[src/sv/ghh_pkg.sv]
// shared types and constants for the gaze heat map histogram
// no dependencies; imported by every module of the block
`default_nettype none

package ghh_pkg;

    localparam int BINS_PER_AXIS_DEF = 10;
    localparam int FRACTION_BITS_DEF = 12;

    localparam int COUNT_W = 16;
    localparam int LEVEL_W = 8;
    localparam int RATIO_W = 16;
    localparam int INDEX_W = 7;

    localparam logic [COUNT_W-1:0] COUNT_MAX = {COUNT_W{1'b1}};

    localparam logic KIND_SAMPLE = 1'b0;
    localparam logic KIND_READ   = 1'b1;

    typedef struct packed {
        logic                      kind;
        logic signed [RATIO_W-1:0] ratio_x;
        logic signed [RATIO_W-1:0] ratio_y;
        logic [INDEX_W-1:0]        bin_index;
    } ghh_in_t;

    typedef struct packed {
        logic               accepted;
        logic [COUNT_W-1:0] bin_count;
        logic [LEVEL_W-1:0] bin_level;
        logic [COUNT_W-1:0] peak_count;
    } ghh_out_t;

    typedef struct packed {
        logic busy;
        logic done;
    } ghh_div_status_t;

    typedef enum logic [2:0] {
        ST_IDLE,
        ST_BIN,
        ST_ADDR,
        ST_READ,
        ST_UPDATE,
        ST_START,
        ST_DIVIDE,
        ST_DONE
    } ghh_state_t;

endpackage

`default_nettype wire

[src/sv/ghh_bin_store.sv]
// bin counter memory: one shared port address, registered read data
// per-entry valid bits make never-written bins read as zero; uses ghh_pkg
`default_nettype none

module ghh_bin_store #(
    parameter int DEPTH  = ghh_pkg::BINS_PER_AXIS_DEF * ghh_pkg::BINS_PER_AXIS_DEF,
    parameter int ADDR_W = $clog2(DEPTH)
) (
    input  wire logic                        clk,
    input  wire logic                        rst_n,
    input  wire logic                        rd_en,
    input  wire logic                        wr_en,
    input  wire logic [ADDR_W-1:0]           addr,
    input  wire logic [ghh_pkg::COUNT_W-1:0] wr_data,
    output logic      [ghh_pkg::COUNT_W-1:0] rd_data
);
    import ghh_pkg::*;

    logic [COUNT_W-1:0] mem [DEPTH];
    logic [DEPTH-1:0]   valid_reg;
    logic [COUNT_W-1:0] rd_data_reg;
    logic               rd_hit_reg;

    // valid bits clear at reset, entries become live on first write
    always_ff @(posedge clk or negedge rst_n)
    begin
        if (!rst_n)
        begin
            valid_reg  <= '0;
            rd_hit_reg <= 1'b0;
        end
        else
        begin
            if (wr_en)
            begin
                valid_reg[addr] <= 1'b1;
            end
            if (rd_en)
            begin
                rd_hit_reg <= valid_reg[addr];
            end
        end
    end

    always_ff @(posedge clk)
    begin
        if (wr_en)
        begin
            mem[addr] <= wr_data;
        end
        if (rd_en)
        begin
            rd_data_reg <= mem[addr];
        end
    end

    assign rd_data = rd_hit_reg ? rd_data_reg : '0;

endmodule

`default_nettype wire

[src/sv/ghh_level_div.sv]
// serial restoring divider for level = floor(255 * count / peak)
// one quotient bit per cycle; uses ghh_pkg
`default_nettype none

module ghh_level_div (
    input  wire logic                        clk,
    input  wire logic                        rst_n,
    input  wire logic                        start,
    input  wire logic [ghh_pkg::COUNT_W-1:0] count,
    input  wire logic [ghh_pkg::COUNT_W-1:0] peak,
    output ghh_pkg::ghh_div_status_t         status,
    output logic      [ghh_pkg::LEVEL_W-1:0] level
);
    import ghh_pkg::*;

    localparam int PROD_W = COUNT_W + LEVEL_W;
    localparam int STEP_W = $clog2(LEVEL_W + 1);

    logic                busy_reg;
    logic                done_reg;
    logic [STEP_W-1:0]   step_reg;
    logic [COUNT_W-1:0]  rem_reg;
    logic [LEVEL_W-1:0]  low_reg;
    logic [LEVEL_W-1:0]  quot_reg;
    logic [COUNT_W-1:0]  divisor_reg;
    logic                zero_reg;

    logic [PROD_W-1:0]   scaled;
    logic [COUNT_W:0]    trial;
    logic                fits;
    logic [COUNT_W:0]    diff;

    // 255 * count as (count << 8) - count
    assign scaled = {count, {LEVEL_W{1'b0}}} - PROD_W'(count);
    assign trial  = {rem_reg, low_reg[LEVEL_W-1]};
    assign fits   = trial >= {1'b0, divisor_reg};
    assign diff   = trial - {1'b0, divisor_reg};

    always_ff @(posedge clk or negedge rst_n)
    begin
        if (!rst_n)
        begin
            busy_reg <= 1'b0;
            done_reg <= 1'b0;
            step_reg <= '0;
        end
        else
        begin
            done_reg <= 1'b0;
            if (start)
            begin
                busy_reg <= 1'b1;
                step_reg <= '0;
            end
            else if (busy_reg)
            begin
                step_reg <= step_reg + 1'b1;
                if (step_reg == STEP_W'(LEVEL_W - 1))
                begin
                    busy_reg <= 1'b0;
                    done_reg <= 1'b1;
                end
            end
        end
    end

    // remainder stays below the divisor, so it fits the count width
    always_ff @(posedge clk)
    begin
        if (start)
        begin
            rem_reg     <= scaled[PROD_W-1:LEVEL_W];
            low_reg     <= scaled[LEVEL_W-1:0];
            quot_reg    <= '0;
            divisor_reg <= peak;
            zero_reg    <= (peak == '0);
        end
        else if (busy_reg)
        begin
            rem_reg  <= fits ? diff[COUNT_W-1:0] : trial[COUNT_W-1:0];
            low_reg  <= {low_reg[LEVEL_W-2:0], 1'b0};
            quot_reg <= {quot_reg[LEVEL_W-2:0], fits};
        end
    end

    assign status.busy = busy_reg;
    assign status.done = done_reg;
    assign level       = zero_reg ? '0 : quot_reg;

endmodule

`default_nettype wire

[src/sv/gaze_heatmap_histogram_core.sv]
// gaze heat map histogram, top level: sequencer, bin counter memory, level divider
// depends on ghh_pkg, ghh_bin_store and ghh_level_div
//
// usage
//   sample channel: sample_valid / sample_stall / sample_word. kind selects a
//   gaze sample (counted when both ratios lie in [0, 1.0]) or a read of one bin
//   result channel: result_valid / result_stall / result_word, one word per item
//   with accepted flag, bin count, level = floor(255 * count / peak) and peak
//   sequence: one item at a time; the next item is taken once the sequencer is
//   back in idle. each item steps through the binning, address, memory read,
//   update (read-modify-write) and divider start states, then the serial level
//   divider, one quotient bit per cycle (8 bits), and the done state
//   sample_stall is high whenever the sequencer is not idle
//   a finished word waits in the output register while the receiver stalls; the
//   next item is still accepted and runs up to its result, then holds there
//   reset: all bins read as zero (per-bin valid bits cleared at once), peak is
//   zero, the result register is empty; no clearing pass is needed
`default_nettype none

module gaze_heatmap_histogram_core #(
    parameter int BINS_PER_AXIS = ghh_pkg::BINS_PER_AXIS_DEF,
    parameter int FRACTION_BITS = ghh_pkg::FRACTION_BITS_DEF
) (
    input  wire logic             clk,
    input  wire logic             rst_n,
    input  wire logic             sample_valid,
    output logic                  sample_stall,
    input  wire ghh_pkg::ghh_in_t sample_word,
    output logic                  result_valid,
    input  wire logic             result_stall,
    output ghh_pkg::ghh_out_t     result_word
);
    import ghh_pkg::*;

    localparam int BIN_TOTAL = BINS_PER_AXIS * BINS_PER_AXIS;
    localparam int ADDR_W    = $clog2(BIN_TOTAL);
    localparam int BIN_W     = $clog2(BINS_PER_AXIS);
    localparam int BINS_W    = $clog2(BINS_PER_AXIS + 1);
    localparam int PROD_W    = RATIO_W - 1 + BINS_W;
    localparam int CMP_W     = (ADDR_W + 1 > INDEX_W) ? ADDR_W + 1 : INDEX_W;
    localparam logic [RATIO_W-1:0] RATIO_ONE = RATIO_W'(1 << FRACTION_BITS);

    // {in range, bin} for one axis
    function automatic logic [BIN_W:0] axis_bin(input logic [RATIO_W-1:0] r);
        logic [PROD_W-1:0] prod;
        logic [PROD_W-1:0] quo;
        logic              ok;
        logic [BIN_W-1:0]  b;
        ok   = !r[RATIO_W-1] && (r <= RATIO_ONE);
        prod = PROD_W'(r[RATIO_W-2:0]) * PROD_W'(BINS_PER_AXIS);
        quo  = prod >> FRACTION_BITS;
        // a ratio of exactly 1.0 lands one past the grid, fold it into the last bin
        if (quo > PROD_W'(BINS_PER_AXIS - 1))
        begin
            b = BIN_W'(BINS_PER_AXIS - 1);
        end
        else
        begin
            b = quo[BIN_W-1:0];
        end
        return {ok, b};
    endfunction

    ghh_state_t state_reg, state_next;

    ghh_in_t             item_reg;
    logic [BIN_W-1:0]    bx_reg, bx_next;
    logic [BIN_W-1:0]    by_reg, by_next;
    logic                ok_reg, ok_next;
    logic [ADDR_W-1:0]   addr_reg, addr_next;
    logic [COUNT_W-1:0]  count_reg, count_next;
    logic [COUNT_W-1:0]  peak_reg, peak_next;
    logic                result_valid_reg, result_valid_next;
    ghh_out_t            result_word_reg, result_word_next;

    logic                accept;
    logic                out_free;
    logic                mem_rd_en;
    logic                mem_wr_en;
    logic [COUNT_W-1:0]  mem_rd_data;
    logic [COUNT_W-1:0]  bumped;
    logic                div_start;
    ghh_div_status_t     div_status;
    logic [LEVEL_W-1:0]  div_level;
    logic [BIN_W:0]      x_bin;
    logic [BIN_W:0]      y_bin;
    logic [CMP_W-1:0]    read_index;
    logic                is_sample;

    assign accept     = sample_valid && !sample_stall;
    assign out_free   = !result_valid_reg || !result_stall;
    assign x_bin      = axis_bin(item_reg.ratio_x);
    assign y_bin      = axis_bin(item_reg.ratio_y);
    assign read_index = CMP_W'(item_reg.bin_index);
    assign is_sample  = (item_reg.kind == KIND_SAMPLE);
    // saturating increment
    assign bumped     = (mem_rd_data == COUNT_MAX) ? mem_rd_data : mem_rd_data + 1'b1;

    ghh_bin_store #(
        .DEPTH  (BIN_TOTAL),
        .ADDR_W (ADDR_W)
    ) u_store (
        .clk     (clk),
        .rst_n   (rst_n),
        .rd_en   (mem_rd_en),
        .wr_en   (mem_wr_en),
        .addr    (addr_reg),
        .wr_data (bumped),
        .rd_data (mem_rd_data)
    );

    ghh_level_div u_div (
        .clk    (clk),
        .rst_n  (rst_n),
        .start  (div_start),
        .count  (count_reg),
        .peak   (peak_reg),
        .status (div_status),
        .level  (div_level)
    );

    // control state
    always_ff @(posedge clk or negedge rst_n)
    begin
        if (!rst_n)
        begin
            state_reg        <= ST_IDLE;
            peak_reg         <= '0;
            result_valid_reg <= 1'b0;
        end
        else
        begin
            state_reg        <= state_next;
            peak_reg         <= peak_next;
            result_valid_reg <= result_valid_next;
        end
    end

    // payload registers
    always_ff @(posedge clk)
    begin
        if (accept)
        begin
            item_reg <= sample_word;
        end
        bx_reg          <= bx_next;
        by_reg          <= by_next;
        ok_reg          <= ok_next;
        addr_reg        <= addr_next;
        count_reg       <= count_next;
        result_word_reg <= result_word_next;
    end

    // sequencer
    always_comb
    begin
        state_next        = state_reg;
        bx_next           = bx_reg;
        by_next           = by_reg;
        ok_next           = ok_reg;
        addr_next         = addr_reg;
        count_next        = count_reg;
        peak_next         = peak_reg;
        result_valid_next = result_valid_reg;
        result_word_next  = result_word_reg;
        mem_rd_en         = 1'b0;
        mem_wr_en         = 1'b0;
        div_start         = 1'b0;
        sample_stall      = 1'b1;

        if (result_valid_reg && !result_stall)
        begin
            result_valid_next = 1'b0;
        end

        unique case (state_reg)
            ST_IDLE:
            begin
                sample_stall = 1'b0;
                if (sample_valid)
                begin
                    state_next = ST_BIN;
                end
            end
            ST_BIN:
            begin
                // per-axis binning, or the range check of a read
                bx_next = x_bin[BIN_W-1:0];
                by_next = y_bin[BIN_W-1:0];
                if (is_sample)
                begin
                    ok_next = x_bin[BIN_W] && y_bin[BIN_W];
                end
                else
                begin
                    ok_next = read_index < CMP_W'(BIN_TOTAL);
                end
                state_next = ST_ADDR;
            end
            ST_ADDR:
            begin
                if (is_sample)
                begin
                    addr_next = ADDR_W'(by_reg) * ADDR_W'(BINS_PER_AXIS) + ADDR_W'(bx_reg);
                end
                else
                begin
                    addr_next = read_index[ADDR_W-1:0];
                end
                state_next = ST_READ;
            end
            ST_READ:
            begin
                mem_rd_en  = ok_reg;
                state_next = ST_UPDATE;
            end
            ST_UPDATE:
            begin
                if (!ok_reg)
                begin
                    count_next = '0;
                end
                else if (is_sample)
                begin
                    mem_wr_en  = 1'b1;
                    count_next = bumped;
                    if (bumped > peak_reg)
                    begin
                        peak_next = bumped;
                    end
                end
                else
                begin
                    count_next = mem_rd_data;
                end
                state_next = ST_START;
            end
            ST_START:
            begin
                div_start  = 1'b1;
                state_next = ST_DIVIDE;
            end
            ST_DIVIDE:
            begin
                if (div_status.done)
                begin
                    state_next = ST_DONE;
                end
            end
            ST_DONE:
            begin
                // hold here until the output register frees up
                if (out_free)
                begin
                    result_valid_next           = 1'b1;
                    result_word_next.accepted   = is_sample && ok_reg;
                    result_word_next.bin_count  = count_reg;
                    result_word_next.bin_level  = div_level;
                    result_word_next.peak_count = peak_reg;
                    state_next                  = ST_IDLE;
                end
            end
        endcase
    end

    assign result_valid = result_valid_reg;
    assign result_word  = result_word_reg;

`ifndef ASSERT_OFF
    // the peak only ever grows
    assert property (@(posedge clk) disable iff (!rst_n)
        peak_reg >= $past(peak_reg))
        else $error("peak count decreased");

    // no bin ever exceeds the peak
    assert property (@(posedge clk) disable iff (!rst_n)
        result_valid |-> result_word.bin_count <= result_word.peak_count)
        else $error("bin count above peak");

    // a counted sample leaves a nonzero bin
    assert property (@(posedge clk) disable iff (!rst_n)
        result_valid && result_word.accepted |-> result_word.bin_count != '0)
        else $error("accepted sample with empty bin");

    // a bin at the peak shows full level
    assert property (@(posedge clk) disable iff (!rst_n)
        result_valid && result_word.bin_count == result_word.peak_count
            && result_word.peak_count != '0
        |-> result_word.bin_level == {LEVEL_W{1'b1}})
        else $error("peak bin not at full level");

    // after a start the divider is busy and the sequencer is in its divide state
    assert property (@(posedge clk) disable iff (!rst_n)
        div_start |=> div_status.busy && state_reg == ST_DIVIDE)
        else $error("divider failed to start");
`endif

endmodule

`default_nettype wire

[config.mk]
export PLATFORM = sky130hd
export DESIGN_NAME = gaze_heatmap_histogram_core
export DESIGN_NICKNAME = d
export VERILOG_FILES = /design/src/sv/ghh_pkg.sv /design/src/sv/ghh_bin_store.sv /design/src/sv/ghh_level_div.sv /design/src/sv/gaze_heatmap_histogram_core.sv
export SDC_FILE = /design/constraint.sdc
export NUM_CORES = 2
export LEC_CHECK = 0
export BUFFER_PORTS_ARGS = -buffer_cell sky130_fd_sc_hd__buf_4
export CAP_MARGIN = 10
export CORE_UTILIZATION = 65
export CTS_CLUSTER_DIAMETER = 100
export DETAILED_ROUTE_END_ITERATION = 6
export GPL_TIMING_DRIVEN = 1
export PLACE_DENSITY = 0.82
export SYNTH_ARGS = -nofsm -noshare
export SYNTH_HDL_FRONTEND = slang
export SYNTH_HIERARCHICAL = 1
export SYNTH_SLANG_ARGS = --single-unit
[constraint.sdc]
create_clock -name clk -period 17.98 [get_ports clk]
set_clock_uncertainty 0.2 [all_clocks]
set_input_delay 0.899 -clock clk [delete_from_list [all_inputs] [get_ports clk]]
set_output_delay 0.899 -clock clk [all_outputs]
set_load 0.1 [all_outputs]
==> flow_summary.yaml <==
floorplan:
  core_um2: 118000
  die_h_um: 348
  die_area_um2: 121000
  die-width_um: 348
  initial_utilization_pct: 65.7
  boundaryPins: 87
  rows: 126
power_and_ir_drop:
  p_leak_uw: 0.0299
  irDropWorstVdd_v: 0.000126
  comb_power_share_pct: 26.0
  power_frac_seq_pct: 44.6
  switchingPower_uw: 4010
  p_per_area_nw_per_um2: 144
  pwr-share-clk_pct: 29.4
  power.internal_uw: 8420
  switching_share_pct: 32.3
cts:
  cts_setup_buffers: 0
  clk_latency_ns: 0.82
  cts_sinks: 1905
  clockRootBuffer: "clkbuf_16"
  tritoncts: "done"
  htree_levels: 4
  cts-resized-gates: 0
  clkTransAtPathRegs_ns: 0.07
  cts_buffers: 180
  cts_buffer_depth: 3
timing:
  fmax_mhz: 177
  finalSetupTns_ns: 0
  final-setup-viol-count: 0
  fin_crit_sh_pct: 31.4
  rsz0062_at_grt: "false"
  hold_viol: 0
  tightestPinTransition_ns: 1.42
  slew_violations: 0
  slew_headroom_pct: 5.37
  hold_slack_ns: 0.0710
  period_needed_ns: 5.65
layout:
  fin_util_pct: 72.9
  drive_above_1_share_pct: 21.8
  syn_to_final_growth_pct: 11.0
  fin_nets: 4778
  largest_register_ffs: 1600
synthesis:
  syn-num-nets: 4560
  syn_area_um2: 77700
  syn_inst: 4416
  yosysWarnings: 6
  syn_area_per_cell_um2: 17.6
place:
  routabilityCongestion: 0.989
  place_hpwl_um: 122000
  port_buffers: 86
global_route:
  grt_overflow: 0
  grt_pass1_vias: 44700
  grt_usage_pct: 35.4
  use_met2_pct: 53.2
  busiest_layer: "met2"
  grt.met3_usage_pct: 10.8
  antenna_found_initial: 7
  grt_use_met1_pct: 45.5
  grt_max_degree: 106
  grt_pass1_wl_um: 306000
route:
  drt-pass1-iter-count: 7
  wirelength_um: 212000
  wl_per_cell_um: 33.4
  ant_nets: 0
  drt_iter0_drc: 7024
  via_per_inst: 7.12
  drc: 32
  vias: 45000
status:
  violations: "DRC"
  status: "complete, but fails checks"
worst_setup_path:
  critPathRequiredTime_ns: 18.22
  worstSetupPathType: "reg2reg"
  cp.arrival_ns: 5.89
  critical_path.max_fanout: 105
  crit_path_end_kind: "register"
  setup.worst_path.start_class: "register"
run:
  cap_violations: 0
hold_path:
  hold_class: "in2reg"
[cell usage in the layout, fill, tap and decap left out, types with 27 or more instances in the layout]
cell          n
o21ai_0      73
edfxtp_1   1770
nor2_1      214
and3_1       27
mux2_2      109
buf_4       276
xnor2_1      30
xor2_1       29
a221oi_1     62
nand2_1     212
ha_1         97
nand3_1      56
clkinv_1     30
clkbuf_16   184
a21oi_1     119
mux4_2      233
or2_2       105
clkbuf_1     53
o22ai_1      36
dfrtp_1     127
clkinv_2     31
and2_1       33
inv_1        61
a22oi_1     101
mux2i_1     247
[worst max-delay path: stages, from the launching register on]
cell	delay [ns]
edfxtp_1	0.33
buf_4	0.37
buf_4	0.61
buf_12	0.61
nor2b_4	0.99
a221o_1	0.30
a21oi_1	0.12
o41a_1	0.62
nor4_1	1.09
[power groups by stage]
stage,Sequential (µW),Combinational [µW],Clock (µW)
global placement,5630,3030,0
CTS,5540,3130,3670
finish,5550,3230,3650
global route,5560,3340,3840
floorplan,5770,1910,0
detailed placement,5630,3100,0
[cell type report]
class | instances | area, µm²
Fill cell | 6592 | 32100
Tap cell | 1536 | 1920
Multi-Input combinational cell | 2200 | 19700
Clock buffer | 256 | 5060
Inverter | 66 | 251
Timing Repair Buffer | 281 | 2140
Clock inverter | 82 | 592
Sequential cell | 1905 | 56500
Antenna cell | 2 | 5.00
[timing repair]
action / in CTS / in global routing
hold buffers: 1 / 0
endpoints found under the setup margin: 0 / 0
endpoints found under the hold margin: 64 / 0
[routing by layer]
| metal | part of all wire (%) | up-vias |
|---|---|---|
| met5 | 0.054 | - |
| met4 | 7.6 | 10 |
| met3 | 14 | 871 |
| met2 | 45 | 3720 |
| met1 | 33 | 22400 |
| li1 | - | 18000 |
[worst paths after layout]
path	slack [ns]	depth (start not counted)	to	from
worst max-delay path	12.33	8	u_store/rd_data_reg[3]$_DFFE_PP_	addr_reg[1]$_DFFE_PP_
min in group asynchronous	0.47	2	u_store/valid_reg[2]$_DFFE_PN0P_	rst_n
max in group asynchronous	15.59	3	u_div/step_reg[2]$_DFFE_PN0P_	rst_n
worst max register to register	12.33	8	u_store/rd_data_reg[3]$_DFFE_PP_	addr_reg[1]$_DFFE_PP_
worst min-delay path	0.07	1	item_reg[39]$_DFFE_PP_	sample_word[39]
worst min register to register	0.26	1	u_store/valid_reg[78]$_DFFE_PN0P_	u_store/valid_reg[78]$_DFFE_PN0P_
[stage by stage]
stage,worst slack [ns],area (µm²),power (µW),std cells
final,12.33,86200,12400,6328
after global routing,12.15,86200,12700,6326
after CTS,12.56,86200,12300,6325
after detailed placement,12.57,80500,8730,5986
after global placement,12.65,80500,8650,5986
after floorplan,10.85,77700,7670,4416
Power figures use the tool's default switching activity.
